**src/rtl/core/lfuc_pkg.sv**
```systemverilog
// Shared constants, codes and control structs of the LFU key/value store.
`default_nettype none

package lfuc_pkg;

    // Default sizes of the store.
    localparam int DEF_ENTRIES    = 16;
    localparam int DEF_KEY_BITS   = 16;
    localparam int DEF_COUNT_BITS = 16;

    // Fixed widths of the port fields.
    localparam int KEY_W   = 16;
    localparam int VALUE_W = 32;
    localparam int CAP_W   = 5;

    localparam logic [CAP_W-1:0] CAP_RESET = 5'd16;

    // Request codes.
    localparam logic OP_GET = 1'b0;
    localparam logic OP_PUT = 1'b1;

    // Request context handed to the entry unit.
    typedef struct packed {
        logic touch;        // rank update is a hit touch, otherwise an insert
        logic evict;        // the insert removed a victim
        logic found;        // a matching entry has already been seen
        logic have_victim;  // a victim candidate has already been seen
        logic free_found;   // a free entry has already been seen
    } t_unit_ctl;

    // Per-entry decisions returned by the entry unit.
    typedef struct packed {
        logic match;        // first valid entry holding the requested key
        logic better;       // better victim than the current candidate
        logic take_free;    // first invalid entry
    } t_unit_flags;

endpackage

`default_nettype wire

```
**src/rtl/core/lfu_cache_with_lru_tiebreak_core.sv**
```systemverilog
// Top level of the LFU key/value store with least-recently-used tie break.
//
//  Channel  Direction  Handshake               Payload
//  in       input      i_in_valid / o_in_stall i_op, i_key, i_value
//  out      output     o_out_valid / i_out_stall o_hit, o_read_value, o_evicted,
//                                               o_evicted_key
//  cfg      input      i_cfg_we                i_cfg_wdata (capacity)
//
// A request scans every entry through one shared entry unit, one entry a cycle
// out of the entry memories. A hit or an insert then sweeps the rank memory
// once more; a request that neither hits nor inserts skips the sweep.
// Reset is synchronous and clears the entry valid bits and the fill count.
// A finished result waits in the output register while the next request is
// taken; only the end of that request waits for the output to be free.
`default_nettype none

module lfu_cache_with_lru_tiebreak_core #(
    parameter int ENTRIES    = lfuc_pkg::DEF_ENTRIES,
    parameter int KEY_BITS   = lfuc_pkg::DEF_KEY_BITS,
    parameter int COUNT_BITS = lfuc_pkg::DEF_COUNT_BITS
) (
    input  logic                               i_clk,
    input  logic                               i_rst_n,
    input  logic                               i_cfg_we,
    input  logic [lfuc_pkg::CAP_W-1:0]         i_cfg_wdata,
    input  logic                               i_in_valid,
    output logic                               o_in_stall,
    input  logic                               i_op,
    input  logic [lfuc_pkg::KEY_W-1:0]         i_key,
    input  logic signed [lfuc_pkg::VALUE_W-1:0] i_value,
    output logic                               o_out_valid,
    input  logic                               i_out_stall,
    output logic                               o_hit,
    output logic signed [lfuc_pkg::VALUE_W-1:0] o_read_value,
    output logic                               o_evicted,
    output logic [lfuc_pkg::KEY_W-1:0]         o_evicted_key
);
    import lfuc_pkg::*;

    localparam int IDX_W = (ENTRIES > 1) ? $clog2(ENTRIES) : 1;
    localparam int CNT_W = $clog2(ENTRIES + 1);
    localparam int CMP_W = (CNT_W > CAP_W) ? CNT_W : CAP_W;

    typedef enum logic [2:0] {
        S_IDLE,
        S_SCAN,
        S_DECIDE,
        S_SWEEP,
        S_DONE
    } t_state;

    t_state r_state;

    // Entry memories.
    logic [KEY_BITS-1:0]   r_mem_key   [ENTRIES];
    logic [VALUE_W-1:0]    r_mem_data  [ENTRIES];
    logic [COUNT_BITS-1:0] r_mem_count [ENTRIES];
    logic [IDX_W-1:0]      r_mem_rank  [ENTRIES];
    logic [ENTRIES-1:0]    r_valid;

    // Read stage.
    logic                  r_rd_go;
    logic [IDX_W-1:0]      r_rd_idx;
    logic                  r_rd_valid;
    logic [KEY_BITS-1:0]   r_rd_key;
    logic [VALUE_W-1:0]    r_rd_data;
    logic [COUNT_BITS-1:0] r_rd_count;
    logic [IDX_W-1:0]      r_rd_rank;

    // Request and scan results.
    logic [CNT_W-1:0]      r_idx;
    logic                  r_op;
    logic [KEY_BITS-1:0]   r_key;
    logic [VALUE_W-1:0]    r_value;
    logic                  r_found;
    logic [IDX_W-1:0]      r_hit_idx;
    logic [VALUE_W-1:0]    r_hit_data;
    logic [COUNT_BITS-1:0] r_hit_count;
    logic [IDX_W-1:0]      r_hit_rank;
    logic                  r_have_victim;
    logic [IDX_W-1:0]      r_vic_idx;
    logic [COUNT_BITS-1:0] r_vic_count;
    logic [IDX_W-1:0]      r_vic_rank;
    logic [KEY_BITS-1:0]   r_vic_key;
    logic                  r_free_found;
    logic [IDX_W-1:0]      r_free_idx;
    logic                  r_evict;
    logic [IDX_W-1:0]      r_slot;
    logic [CNT_W-1:0]      r_occ;
    logic [CAP_W-1:0]      r_cap;

    // Pending result and output register.
    logic                  r_res_hit;
    logic [VALUE_W-1:0]    r_res_data;
    logic                  r_res_evicted;
    logic [KEY_W-1:0]      r_res_evkey;
    logic                  r_out_valid;
    logic                  r_out_hit;
    logic [VALUE_W-1:0]    r_out_data;
    logic                  r_out_evicted;
    logic [KEY_W-1:0]      r_out_evkey;

    logic                  rd_en;
    logic [IDX_W-1:0]      rd_addr;
    logic                  rd_last;
    logic [KEY_BITS-1:0]   req_key;
    logic [31:0]           key_ext;
    logic [31:0]           vic_key_ext;
    t_unit_ctl             unit_ctl;
    t_unit_flags           unit_flags;
    logic [IDX_W-1:0]      unit_new_rank;
    logic [IDX_W-1:0]      ref_rank;

    logic [CMP_W-1:0]      cap_x;
    logic [CMP_W-1:0]      cap_eff;
    logic [CMP_W-1:0]      occ_x;
    logic                  d_insert;
    logic                  d_evict;
    logic                  d_sweep;
    logic [IDX_W-1:0]      d_slot;
    logic [COUNT_BITS-1:0] d_count;
    logic [ENTRIES-1:0]    n_valid;
    logic                  we_key;
    logic                  we_data;
    logic                  we_count;
    logic                  in_xfer;
    logic                  out_xfer;

    assign in_xfer  = i_in_valid && !o_in_stall;
    assign out_xfer = r_out_valid && !i_out_stall;

    assign key_ext = 32'(i_key);
    assign req_key = key_ext[KEY_BITS-1:0];

    assign rd_en   = ((r_state == S_SCAN) || (r_state == S_SWEEP)) &&
                     (r_idx != CNT_W'(ENTRIES));
    assign rd_addr = r_idx[IDX_W-1:0];
    assign rd_last = r_rd_go && (r_rd_idx == IDX_W'(ENTRIES - 1));

    // Capacity above the number of entries counts as the number of entries.
    assign cap_x   = CMP_W'(r_cap);
    assign cap_eff = (cap_x > CMP_W'(ENTRIES)) ? CMP_W'(ENTRIES) : cap_x;
    assign occ_x   = CMP_W'(r_occ);

    always_comb begin
        d_insert = !r_found && (r_op == OP_PUT) && (cap_eff != '0);
        d_evict  = d_insert && (occ_x >= cap_eff) && r_have_victim;
        d_sweep  = r_found || d_insert;
        if (r_found) begin
            d_slot = r_hit_idx;
        end else if (d_evict && !(r_free_found && (r_free_idx < r_vic_idx))) begin
            d_slot = r_vic_idx;
        end else begin
            d_slot = r_free_idx;
        end
        if (r_found) begin
            d_count = (r_hit_count == '1) ? r_hit_count : r_hit_count + 1'b1;
        end else begin
            d_count = COUNT_BITS'(1);
        end
    end

    // The victim is dropped first so that an insert into the same entry
    // leaves it valid.
    always_comb begin
        n_valid = r_valid;
        if (d_evict) begin
            n_valid[r_vic_idx] = 1'b0;
        end
        n_valid[d_slot] = 1'b1;
    end

    assign we_key   = (r_state == S_DECIDE) && d_insert;
    assign we_data  = (r_state == S_DECIDE) && d_sweep && (r_op == OP_PUT);
    assign we_count = (r_state == S_DECIDE) && d_sweep;

    assign vic_key_ext = 32'(r_vic_key);
    assign ref_rank    = r_found ? r_hit_rank : r_vic_rank;

    always_comb begin
        unit_ctl.touch       = r_found;
        unit_ctl.evict       = r_evict;
        unit_ctl.found       = r_found;
        unit_ctl.have_victim = r_have_victim;
        unit_ctl.free_found  = r_free_found;
    end

    lfuc_entry_unit #(
        .ENTRIES    (ENTRIES),
        .KEY_BITS   (KEY_BITS),
        .COUNT_BITS (COUNT_BITS),
        .IDX_W      (IDX_W)
    ) u_entry_unit (
        .i_ctl       (unit_ctl),
        .i_ent_valid (r_rd_valid),
        .i_ent_idx   (r_rd_idx),
        .i_ent_key   (r_rd_key),
        .i_ent_count (r_rd_count),
        .i_ent_rank  (r_rd_rank),
        .i_req_key   (r_key),
        .i_vic_count (r_vic_count),
        .i_vic_rank  (r_vic_rank),
        .i_ref_rank  (ref_rank),
        .i_slot      (r_slot),
        .o_flags     (unit_flags),
        .o_new_rank  (unit_new_rank)
    );

    // Memory read port, one entry a cycle.
    always_ff @(posedge i_clk) begin
        if (!i_rst_n) begin
            r_rd_go <= 1'b0;
        end else begin
            r_rd_go <= rd_en;
        end
        if (rd_en) begin
            r_rd_idx   <= rd_addr;
            r_rd_valid <= r_valid[rd_addr];
            r_rd_key   <= r_mem_key[rd_addr];
            r_rd_data  <= r_mem_data[rd_addr];
            r_rd_count <= r_mem_count[rd_addr];
            r_rd_rank  <= r_mem_rank[rd_addr];
        end
    end

    // Memory write ports.
    always_ff @(posedge i_clk) begin
        if (we_key) begin
            r_mem_key[d_slot] <= r_key;
        end
        if (we_data) begin
            r_mem_data[d_slot] <= r_value;
        end
        if (we_count) begin
            r_mem_count[d_slot] <= d_count;
        end
        if ((r_state == S_SWEEP) && r_rd_go && r_rd_valid) begin
            r_mem_rank[r_rd_idx] <= unit_new_rank;
        end
    end

    always_ff @(posedge i_clk) begin
        if (!i_rst_n) begin
            r_state     <= S_IDLE;
            r_valid     <= '0;
            r_occ       <= '0;
            r_cap       <= CAP_RESET;
            r_idx       <= '0;
            r_out_valid <= 1'b0;
        end else begin
            if (i_cfg_we) begin
                r_cap <= i_cfg_wdata;
            end
            // In S_DONE the output register is reloaded instead.
            if (out_xfer && (r_state != S_DONE)) begin
                r_out_valid <= 1'b0;
            end
            if (rd_en) begin
                r_idx <= r_idx + 1'b1;
            end
            unique case (r_state)
                S_IDLE: begin
                    if (in_xfer) begin
                        r_op          <= i_op;
                        r_key         <= req_key;
                        r_value       <= i_value;
                        r_found       <= 1'b0;
                        r_have_victim <= 1'b0;
                        r_free_found  <= 1'b0;
                        r_evict       <= 1'b0;
                        r_idx         <= '0;
                        r_state       <= S_SCAN;
                    end
                end
                S_SCAN: begin
                    if (r_rd_go) begin
                        if (unit_flags.match) begin
                            r_found     <= 1'b1;
                            r_hit_idx   <= r_rd_idx;
                            r_hit_data  <= r_rd_data;
                            r_hit_count <= r_rd_count;
                            r_hit_rank  <= r_rd_rank;
                        end
                        if (unit_flags.better) begin
                            r_have_victim <= 1'b1;
                            r_vic_idx     <= r_rd_idx;
                            r_vic_count   <= r_rd_count;
                            r_vic_rank    <= r_rd_rank;
                            r_vic_key     <= r_rd_key;
                        end
                        if (unit_flags.take_free) begin
                            r_free_found <= 1'b1;
                            r_free_idx   <= r_rd_idx;
                        end
                    end
                    if (rd_last) begin
                        r_state <= S_DECIDE;
                    end
                end
                S_DECIDE: begin
                    r_evict       <= d_evict;
                    r_slot        <= d_slot;
                    r_idx         <= '0;
                    r_res_hit     <= r_found;
                    r_res_data    <= r_found ? r_hit_data : '0;
                    r_res_evicted <= d_evict;
                    r_res_evkey   <= d_evict ? vic_key_ext[KEY_W-1:0] : '0;
                    if (d_insert) begin
                        if (!d_evict) begin
                            r_occ <= r_occ + 1'b1;
                        end
                        r_valid <= n_valid;
                    end
                    r_state <= d_sweep ? S_SWEEP : S_DONE;
                end
                S_SWEEP: begin
                    if (rd_last) begin
                        r_state <= S_DONE;
                    end
                end
                S_DONE: begin
                    if (!r_out_valid || !i_out_stall) begin
                        r_out_valid   <= 1'b1;
                        r_out_hit     <= r_res_hit;
                        r_out_data    <= r_res_data;
                        r_out_evicted <= r_res_evicted;
                        r_out_evkey   <= r_res_evkey;
                        r_state       <= S_IDLE;
                    end
                end
                default: begin
                    r_state <= S_IDLE;
                end
            endcase
        end
    end

    assign o_in_stall    = (r_state != S_IDLE);
    assign o_out_valid   = r_out_valid;
    assign o_hit         = r_out_hit;
    assign o_read_value  = r_out_data;
    assign o_evicted     = r_out_evicted;
    assign o_evicted_key = r_out_evkey;

endmodule

`default_nettype wire

```
**src/rtl/core/lfuc_entry_unit.sv**
```systemverilog
// Shared per-entry unit: key match, victim compare, free search and rank update.
`default_nettype none

module lfuc_entry_unit #(
    parameter int ENTRIES    = lfuc_pkg::DEF_ENTRIES,
    parameter int KEY_BITS   = lfuc_pkg::DEF_KEY_BITS,
    parameter int COUNT_BITS = lfuc_pkg::DEF_COUNT_BITS,
    parameter int IDX_W      = (ENTRIES > 1) ? $clog2(ENTRIES) : 1
) (
    input  lfuc_pkg::t_unit_ctl   i_ctl,
    input  logic                  i_ent_valid,
    input  logic [IDX_W-1:0]      i_ent_idx,
    input  logic [KEY_BITS-1:0]   i_ent_key,
    input  logic [COUNT_BITS-1:0] i_ent_count,
    input  logic [IDX_W-1:0]      i_ent_rank,
    input  logic [KEY_BITS-1:0]   i_req_key,
    input  logic [COUNT_BITS-1:0] i_vic_count,
    input  logic [IDX_W-1:0]      i_vic_rank,
    input  logic [IDX_W-1:0]      i_ref_rank,
    input  logic [IDX_W-1:0]      i_slot,
    output lfuc_pkg::t_unit_flags o_flags,
    output logic [IDX_W-1:0]      o_new_rank
);
    import lfuc_pkg::*;

    logic cnt_lt;
    logic cnt_eq;
    logic [IDX_W-1:0] rank_dec;

    assign cnt_lt = i_ent_count < i_vic_count;
    assign cnt_eq = i_ent_count == i_vic_count;

    always_comb begin
        o_flags.match     = i_ent_valid && !i_ctl.found && (i_ent_key == i_req_key);
        o_flags.better    = i_ent_valid && (!i_ctl.have_victim || cnt_lt ||
                                            (cnt_eq && (i_ent_rank > i_vic_rank)));
        o_flags.take_free = !i_ent_valid && !i_ctl.free_found;
    end

    // Ranks above the victim close the gap it leaves before every entry ages by one.
    assign rank_dec = (i_ctl.evict && (i_ent_rank > i_ref_rank)) ?
                      i_ent_rank - 1'b1 : i_ent_rank;

    always_comb begin
        if (i_ent_idx == i_slot) begin
            o_new_rank = '0;
        end else if (i_ctl.touch) begin
            o_new_rank = (i_ent_rank < i_ref_rank) ? i_ent_rank + 1'b1 : i_ent_rank;
        end else begin
            o_new_rank = rank_dec + 1'b1;
        end
    end

endmodule

`default_nettype wire

```
**config.mk**
```make
export PLATFORM = sky130hd
export DESIGN_NAME = lfu_cache_with_lru_tiebreak_core
export DESIGN_NICKNAME = d
export VERILOG_FILES = /design/src/rtl/core/lfuc_pkg.sv /design/src/rtl/core/lfu_cache_with_lru_tiebreak_core.sv /design/src/rtl/core/lfuc_entry_unit.sv
export SDC_FILE = /design/constraint.sdc
export NUM_CORES = 1
export LEC_CHECK = 0
export BUFFER_PORTS_ARGS = -buffer_cell sky130_fd_sc_hd__buf_2
export CAP_MARGIN = 20
export CELL_PAD_IN_SITES_DETAIL_PLACEMENT = 1
export CELL_PAD_IN_SITES_GLOBAL_PLACEMENT = 1
export CORE_ASPECT_RATIO = 1.2
export CORE_UTILIZATION = 60
export CTS_CLUSTER_SIZE = 40
export DETAILED_ROUTE_END_ITERATION = 8
export PLACE_DENSITY = 0.88
export SYNTH_ARGS = -nofsm -noshare
export SYNTH_HDL_FRONTEND = slang
export SYNTH_SLANG_ARGS = --single-unit
```
**constraint.sdc**
```tcl
create_clock -name i_clk -period 20.6 [get_ports i_clk]
set_input_delay 3.09 -clock i_clk [delete_from_list [all_inputs] [get_ports i_clk]]
set_output_delay 3.09 -clock i_clk [all_outputs]
set_load 0.05 [all_outputs]
```
==> run_results.csv, run 1 <==
group,metric,value,unit
clock_network,clock_sinks,1454,
place,gp_congestion,0.850,
place,dpl-instance-area,0.0574,mm2
route,routed_wl,163,mm
clock_network,worst_skew_pair.late_latency,770,ps
floorplan,start_util,0.606,
sta,layout_min_cycle_time,5590,ps
power,leakagePower,19.4,nW
sta,finalHoldViolations,0,
sta,rsz0062_at_grt,"false",
synthesis,ys_warn_count,0,
floorplan,fp.dieH,334,um
clock_network,clockRootBuffer,"clkbuf_16",
clock_network,clk_path_buf_depth,3,
setup_path,required,20990,ps
setup_path,cp_top_family,"simple AND/OR/NAND/NOR gates",
synthesis,synth-adder-area-share,0.00886,
sta,fin_setup_tns,0,ps
synthesis,synth_compound_area_frac,0.0120,
sta,setup_violations,0,
setup_path,crit_slowest_cell,"nor3_4",
synthesis,syn-num-nets,2563,
route,wire_per_inst,41.0,um
power,p_per_area,97.6,mW/mm2
final_layout,fillers,7005,
route,drtIter0Drc,4539,
route,first_pass_iters,5,
setup_path,critPathMaxStageDelay,970,ps
synthesis,synth_xor_area_frac,0.00636,
setup_path,r2r-end,"r_mem_data[0][27]",
synthesis,synth_edf_count,1418,
floorplan,ioPinCount,111,
synthesis,muxShareOfSynthArea,0.144,
job,cap_viol_max_count,0,
synthesis,synth_top_family_by_area,"multiplexers",
clock_network,cts_tree,"yes",
clock_network,ctsHoldBuffers,0,
floorplan,row_count,121,
setup_path,cp-start-kind,"flip-flop",
setup_path,r2r_start,"r_found",
synthesis,synth_cell_types,63,
final_layout,multi_input_area,0.0114,mm2
floorplan,die_area,0.0930,mm2
setup_path,cp_max_fo,20,
synthesis,mappedNetlistArea,0.0551,mm2
clock_network,cts_buffers,135,
sta,skew,40.2,ps
setup_path,worstSetupPathType,"flip-flop to flip-flop",
clock_network,path_clk_slew,70,ps
route,antenna_left,0,
setup_path,crit_buf_inv,2,
synthesis,seq_area_frac_synth,0.786,
min_path,worstHoldStart,"r_res_evkey[13]",
synthesis,synth_simple_gate_area_frac,0.0317,
final_layout,stdcell_area,0.0620,mm2
route,via_per_inst,7.31,
sta,max_freq,179,MHz
final_layout,layout-drive-gt1-share,0.285,
setup_path,cp-end-kind,"flip-flop",
floorplan,dieWidth,279,um
place,dp_hpwl,79.8,mm
global_route,grtUsageTotal,0.358,
sta,post-route-period-util,0.271,
setup_path,arrival,5970,ps
setup_path,r2r_cells,7,
global_route,grt_pass1_vias,30272,
place,portBuffers,110,
setup_path,crit_chain,"clkinv_1 > nand3_1 > nor4_1 > o31ai_2 > nand3_1 > nor3_4 > buf_4",
synthesis,ys.flop_type,"edfxtp_1",
global_route,grt_pass1_wl,230,mm
final_layout,area_delta_synth_final,12.7,%
synthesis,async_flop_share,0,
global_route,grt_max_degree,70,
sta,slew_headroom,0.200,
setup_path,rrSetupSlack,15010,ps
clock_network,ctsResizeCount,0,
synthesis,yosysMostFrequentCell,"edfxtp_1",
synthesis,synth_top_area_cell,"edfxtp_1",
synthesis,ys_seq_elements,1454,
min_path,whs_path_depth,0,
synthesis,synth_common_cells,"edfxtp_1 (1418), mux4_2 (345), nor2_1 (71)",
route,vias,28990,
sta,maxSlewViolCount,0,
synthesis,synth_top_area_frac,0.773,
sta,whs,411,ps
global_route,grt-ovfl-total,0,
power,total_power,6.06,mW
synthesis,avgSynthCellArea,22.3,um2
setup_path,cpMostUsedCell,"nand3_1",
synthesis,synth_area_leaders,"edfxtp_1 (77%), mux4_2 (14%), dfxtp_1 (1.3%)",
min_path,hold_class,"flip-flop to flip-flop",
min_path,min_to,"o_evicted_key[13]",
clock_network,post_cts_buffers,0,
power,max-vdd-ir-drop,0.131,mV
outcome,status,"complete, no violations",
global_route,antenna_found_initial,6,
floorplan,core,0.0908,mm2
synthesis,synth_cells,2465,
clock_network,htree_levels,4,
route,route.detailed.drc,0,
final_layout,num-nets-final,2794,
sta,tightestPinTransition,1200,ps
final_layout,seq_area,0.0433,mm2
final_layout,post-route-util,0.683,
==> placed cells by master, fill, tap and decap left out, drive strengths merged, types with 6 or more instances in the layout <==
cell type,count
a21oi,19
and2,40
and3,17
buf,201
bufinv,15
clkbuf,160
clkinv,54
clkinvlp,6
dfxtp,36
edfxtp,1418
ha,39
inv,41
mux2i,13
mux4,345
nand2,44
nand2b,12
nand3,28
nand4,21
nor2,71
nor2b,20
nor3,50
o211ai,17
o21ai,28
xnor2,22
xor2,18
==> through the flow <==
| step | std cells | setup WS, ps |
|---|---|---|
| finish | 3965 | 15010 |
| global route | 3965 | 14990 |
| CTS | 3948 | 15070 |
| detailed placement | 3711 | 14810 |
| global placement | 3709 | 14980 |
| floorplan | 2465 | 11700 |
==> cell families (layout without fill, tap and decap cells) <==
logic type / after synthesis / after routing
adders and majority gates: 39 / 39
buffers and inverters: 146 / 477
AOI/OAI and AO/OA: 97 / 97
and+or+nand+nor: 329 / 329
muxes: 360 / 360
other: 0 / 1
xor gates and xnor gates: 40 / 40
DFF: 1454 / 1454
==> area by class of cell <==
| type | instances | share of cell area |
|---|---|---|
| sequential | 1454 | 0.698 |
| antenna | 1 | 0.0000403 |
| tap | 1168 | 0.0236 |
| timing repair buffer | 202 | 0.0211 |
| inverter | 38 | 0.00230 |
| multi-input combinational | 865 | 0.184 |
| clock buffer | 159 | 0.0566 |
| clock inverter | 78 | 0.0147 |
==> registers in the layout, indices dropped and copies added, names as in the netlist, 32 cells and up <==
register	count
r_rd_data	32
r_mem_rank	64
r_value	32
r_mem_count	256
r_hit_data	32
r_mem_key	256
r_res_data	32
r_mem_data	512
o_read_value	32
==> power breakdown <==
group | leakage, nW | total (mW) | internal [mW] | switching (mW)
clock network | 2.14 | 2.60 | 1.42 | 1.18
logic | 4.19 | 0.179 | 0.0799 | 0.0988
registers | 13.1 | 3.28 | 3.25 | 0.0348
==> worst max-delay path by stage <==
stage,from,end,slack [ps],cells after the start
6_report,r_found,r_mem_data[0][27],15010,7
5_1_grt,r_found,r_mem_data[0][31],14990,7
4_1_cts,cap_x[4],r_mem_data[8][25],15070,12
3_5_place_dp,i_rst_n,r_hit_data[22],14810,4
3_3_place_gp,i_rst_n,r_hit_data[19],14980,4
2_1_floorplan,i_rst_n,r_key[0],11700,2
==> metal layers <==
metal,vias to the layer above,wire length (um),global-route usage
met1,15006,54000,0.454
met2,2628,82200,0.598
met4,8,9730,0.176
met5,-,57,0
met3,641,16600,0.0724
li1,10707,-,-
(Power assumes the default switching activity.)
==> run 2, diff against run 1 <==
--- a/config.mk
+++ b/config.mk
@@ -10,10 +10,10 @@
 export CELL_PAD_IN_SITES_DETAIL_PLACEMENT = 1
 export CELL_PAD_IN_SITES_GLOBAL_PLACEMENT = 1
 export CORE_ASPECT_RATIO = 1.2
-export CORE_UTILIZATION = 60
+export CORE_UTILIZATION = 56
 export CTS_CLUSTER_SIZE = 40
 export DETAILED_ROUTE_END_ITERATION = 8
-export PLACE_DENSITY = 0.88
+export PLACE_DENSITY = 0.84
 export SYNTH_ARGS = -nofsm -noshare
 export SYNTH_HDL_FRONTEND = slang
 export SYNTH_SLANG_ARGS = --single-unit
==> constraint.sdc (replaced) <==
create_clock -name i_clk -period 5.25 [get_ports i_clk]
set_input_delay 0.7875 -clock i_clk [delete_from_list [all_inputs] [get_ports i_clk]]
set_output_delay 0.7875 -clock i_clk [all_outputs]
set_load 0.05 [all_outputs]
==> run_results.csv, run 2 (same netlist as run 1, synthesis figures left out) <==
group,metric,value,unit
global_route,grt_max_degree,159,
final_layout,top_regs,"r_mem_data (512), r_mem_count (256), r_mem_key (256)",
power,max-vdd-ir-drop,0.343,mV
clock_network,clock_sinks,1454,
power,leakagePower,19.5,nW
setup_path,critPathMaxStageDelay,730,ps
outcome,status,"finished, violations left",
route,antenna_left,0,
clock_network,ctsResizeCount,0,
floorplan,dieWidth,288,um
place,portBuffers,110,
sta,maxSlewViolCount,0,
final_layout,final_cell_mix,"edfxtp_1 (1418), mux4_2 (345), clkbuf_16 (142)",
route,drtIter0Drc,3765,
global_route,grtUsageTotal,0.308,
clock_network,path_clk_slew,60,ps
place,dpl-instance-area,0.0577,mm2
sta,layout_min_cycle_time,4720,ps
setup_path,arrival,5170,ps
final_layout,fillers,7694,
global_route,grt_pass1_vias,29073,
floorplan,row_count,125,
floorplan,core,0.0971,mm2
clock_network,cts_tree,"yes",
final_layout,regMostFlops,"r_mem_data",
clock_network,clockRootBuffer,"clkbuf_16",
sta,skew,53.9,ps
clock_network,post_cts_buffers,0,
setup_path,worstSetupPathType,"flip-flop to flip-flop",
clock_network,cts_buffers,137,
sta,finalHoldViolations,0,
sta,tightestPinTransition,1200,ps
setup_path,crit_slowest_cell,"nor3_2",
sta,post-route-period-util,0.900,
floorplan,die_area,0.0996,mm2
sta,slew_headroom,0.203,
sta,fin_setup_tns,0,ps
final_layout,num-nets-final,2799,
floorplan,ioPinCount,111,
route,first_pass_iters,9,
route,via_per_inst,6.74,
setup_path,cpMostUsedCell,"nand2_1",
power,p_per_area,382,mW/mm2
clock_network,worst_skew_pair.late_latency,770,ps
clock_network,ctsHoldBuffers,0,
final_layout,stdcell_count,4081,
final_layout,post-route-util,0.642,
floorplan,fp.dieH,346,um
clock_network,clk_path_buf_depth,3,
job,cap_viol_max_count,0,
route,wire_per_inst,36.5,um
setup_path,cp-start-kind,"flip-flop",
final_layout,final_common_cell,"edfxtp_1",
clock_network,htree_levels,4,
sta,setup_violations,0,
place,dp_hpwl,82.1,mm
route,routed_wl,149,mm
global_route,grt_pass1_wl,215,mm
global_route,grt-ovfl-total,0,
floorplan,start_util,0.567,
place,gp_congestion,0.880,
final_layout,stdcell_area,0.0623,mm2
sta,max_freq,212,MHz
sta,finalWorstSetupSlack,527,ps
place,place_ws,828,ps
setup_path,required,5700,ps
setup_path,cp-end-kind,"flip-flop",
power,total_power,23.8,mW
setup_path,crit_chain,"inv_1 > nand2_1 > ha_1 > nand2_1 > o21ai_2 > a41o_1 > nand3_1 > o211ai_1 > nand2_1 > nor3_2 > buf_4",
place,dp.cells,3827,
global_route,antenna_found_initial,1,
final_layout,layout-drive-gt1-share,0.289,
sta,rsz0062_at_grt,"false",
final_layout,area_delta_synth_final,13.2,%
sta,whs,198,ps
route,vias,27515,
final_layout,largest_reg_flops,512,
outcome,violations,"design-rule violations",
route,route.detailed.drc,4,
min_path,hold_class,"input port to flip-flop",
setup_path,cp_max_fo,19,
==> run 2: cell count changes in the layout (fill, tap and decap cells not counted), moves of 3 or more <==
cell,change
clkbuf_8,+4
clkinv_1,-3
clkbuf_16,+5
buf_12,+4
clkbuf_1,+4
clkinv_2,+6
clkinvlp_4,-4
==> run 2: area by class of cell <==
class | instances | area [um2] | share of cell area
well taps | 1270 | 1590 | 0.0255
clock inverters | 75 | 817 | 0.0131
clock buffers | 173 | 3720 | 0.0597
multi-input cells | 865 | 11400 | 0.183
flip-flops and latches | 1454 | 43300 | 0.695
diodes | 1 | 2.50 | 0.0000401
inverters | 38 | 143 | 0.00229
repair buffers | 205 | 1350 | 0.0217
==> run 2: worst paths after layout <==
path,start,to,slack (ps),cells past startpoint
setup reg to reg,cap_x[4],r_mem_count[15][3],530,11
hold / removal,i_value[19],r_value[19],200,1
hold reg to reg,r_res_evkey[1],o_evicted_key[1],390,0
setup / recovery,cap_x[4],r_mem_count[15][3],530,11
==> run 2: metal layers <==
metal / global-route usage / share of wire / up-vias
met5: 0 / 0 / -
met4: 0.128 / 0.043 / 0
met3: 0.0484 / 0.077 / 336
li1: - / - / 10735
met2: 0.517 / 0.52 / 1857
met1: 0.401 / 0.36 / 14587
==> run 2: power breakdown <==
group | internal [mW] | switching, mW | leakage [nW]
logic | 0.316 | 0.404 | 4.21
clock network | 5.72 | 4.47 | 2.23
registers | 12.7 | 0.135 | 13.1
total | 18.8 | 5.01 | 19.5
==> run 2: critical path, delay by kind of cell, from the launching register on <==
family,cells,cell delay [ps]
and+or+nand+nor,5,1930
AOI/OAI and AO/OA,3,1360
buffers and inverters,2,480
DFF,1,330
adders and majority gates,1,290
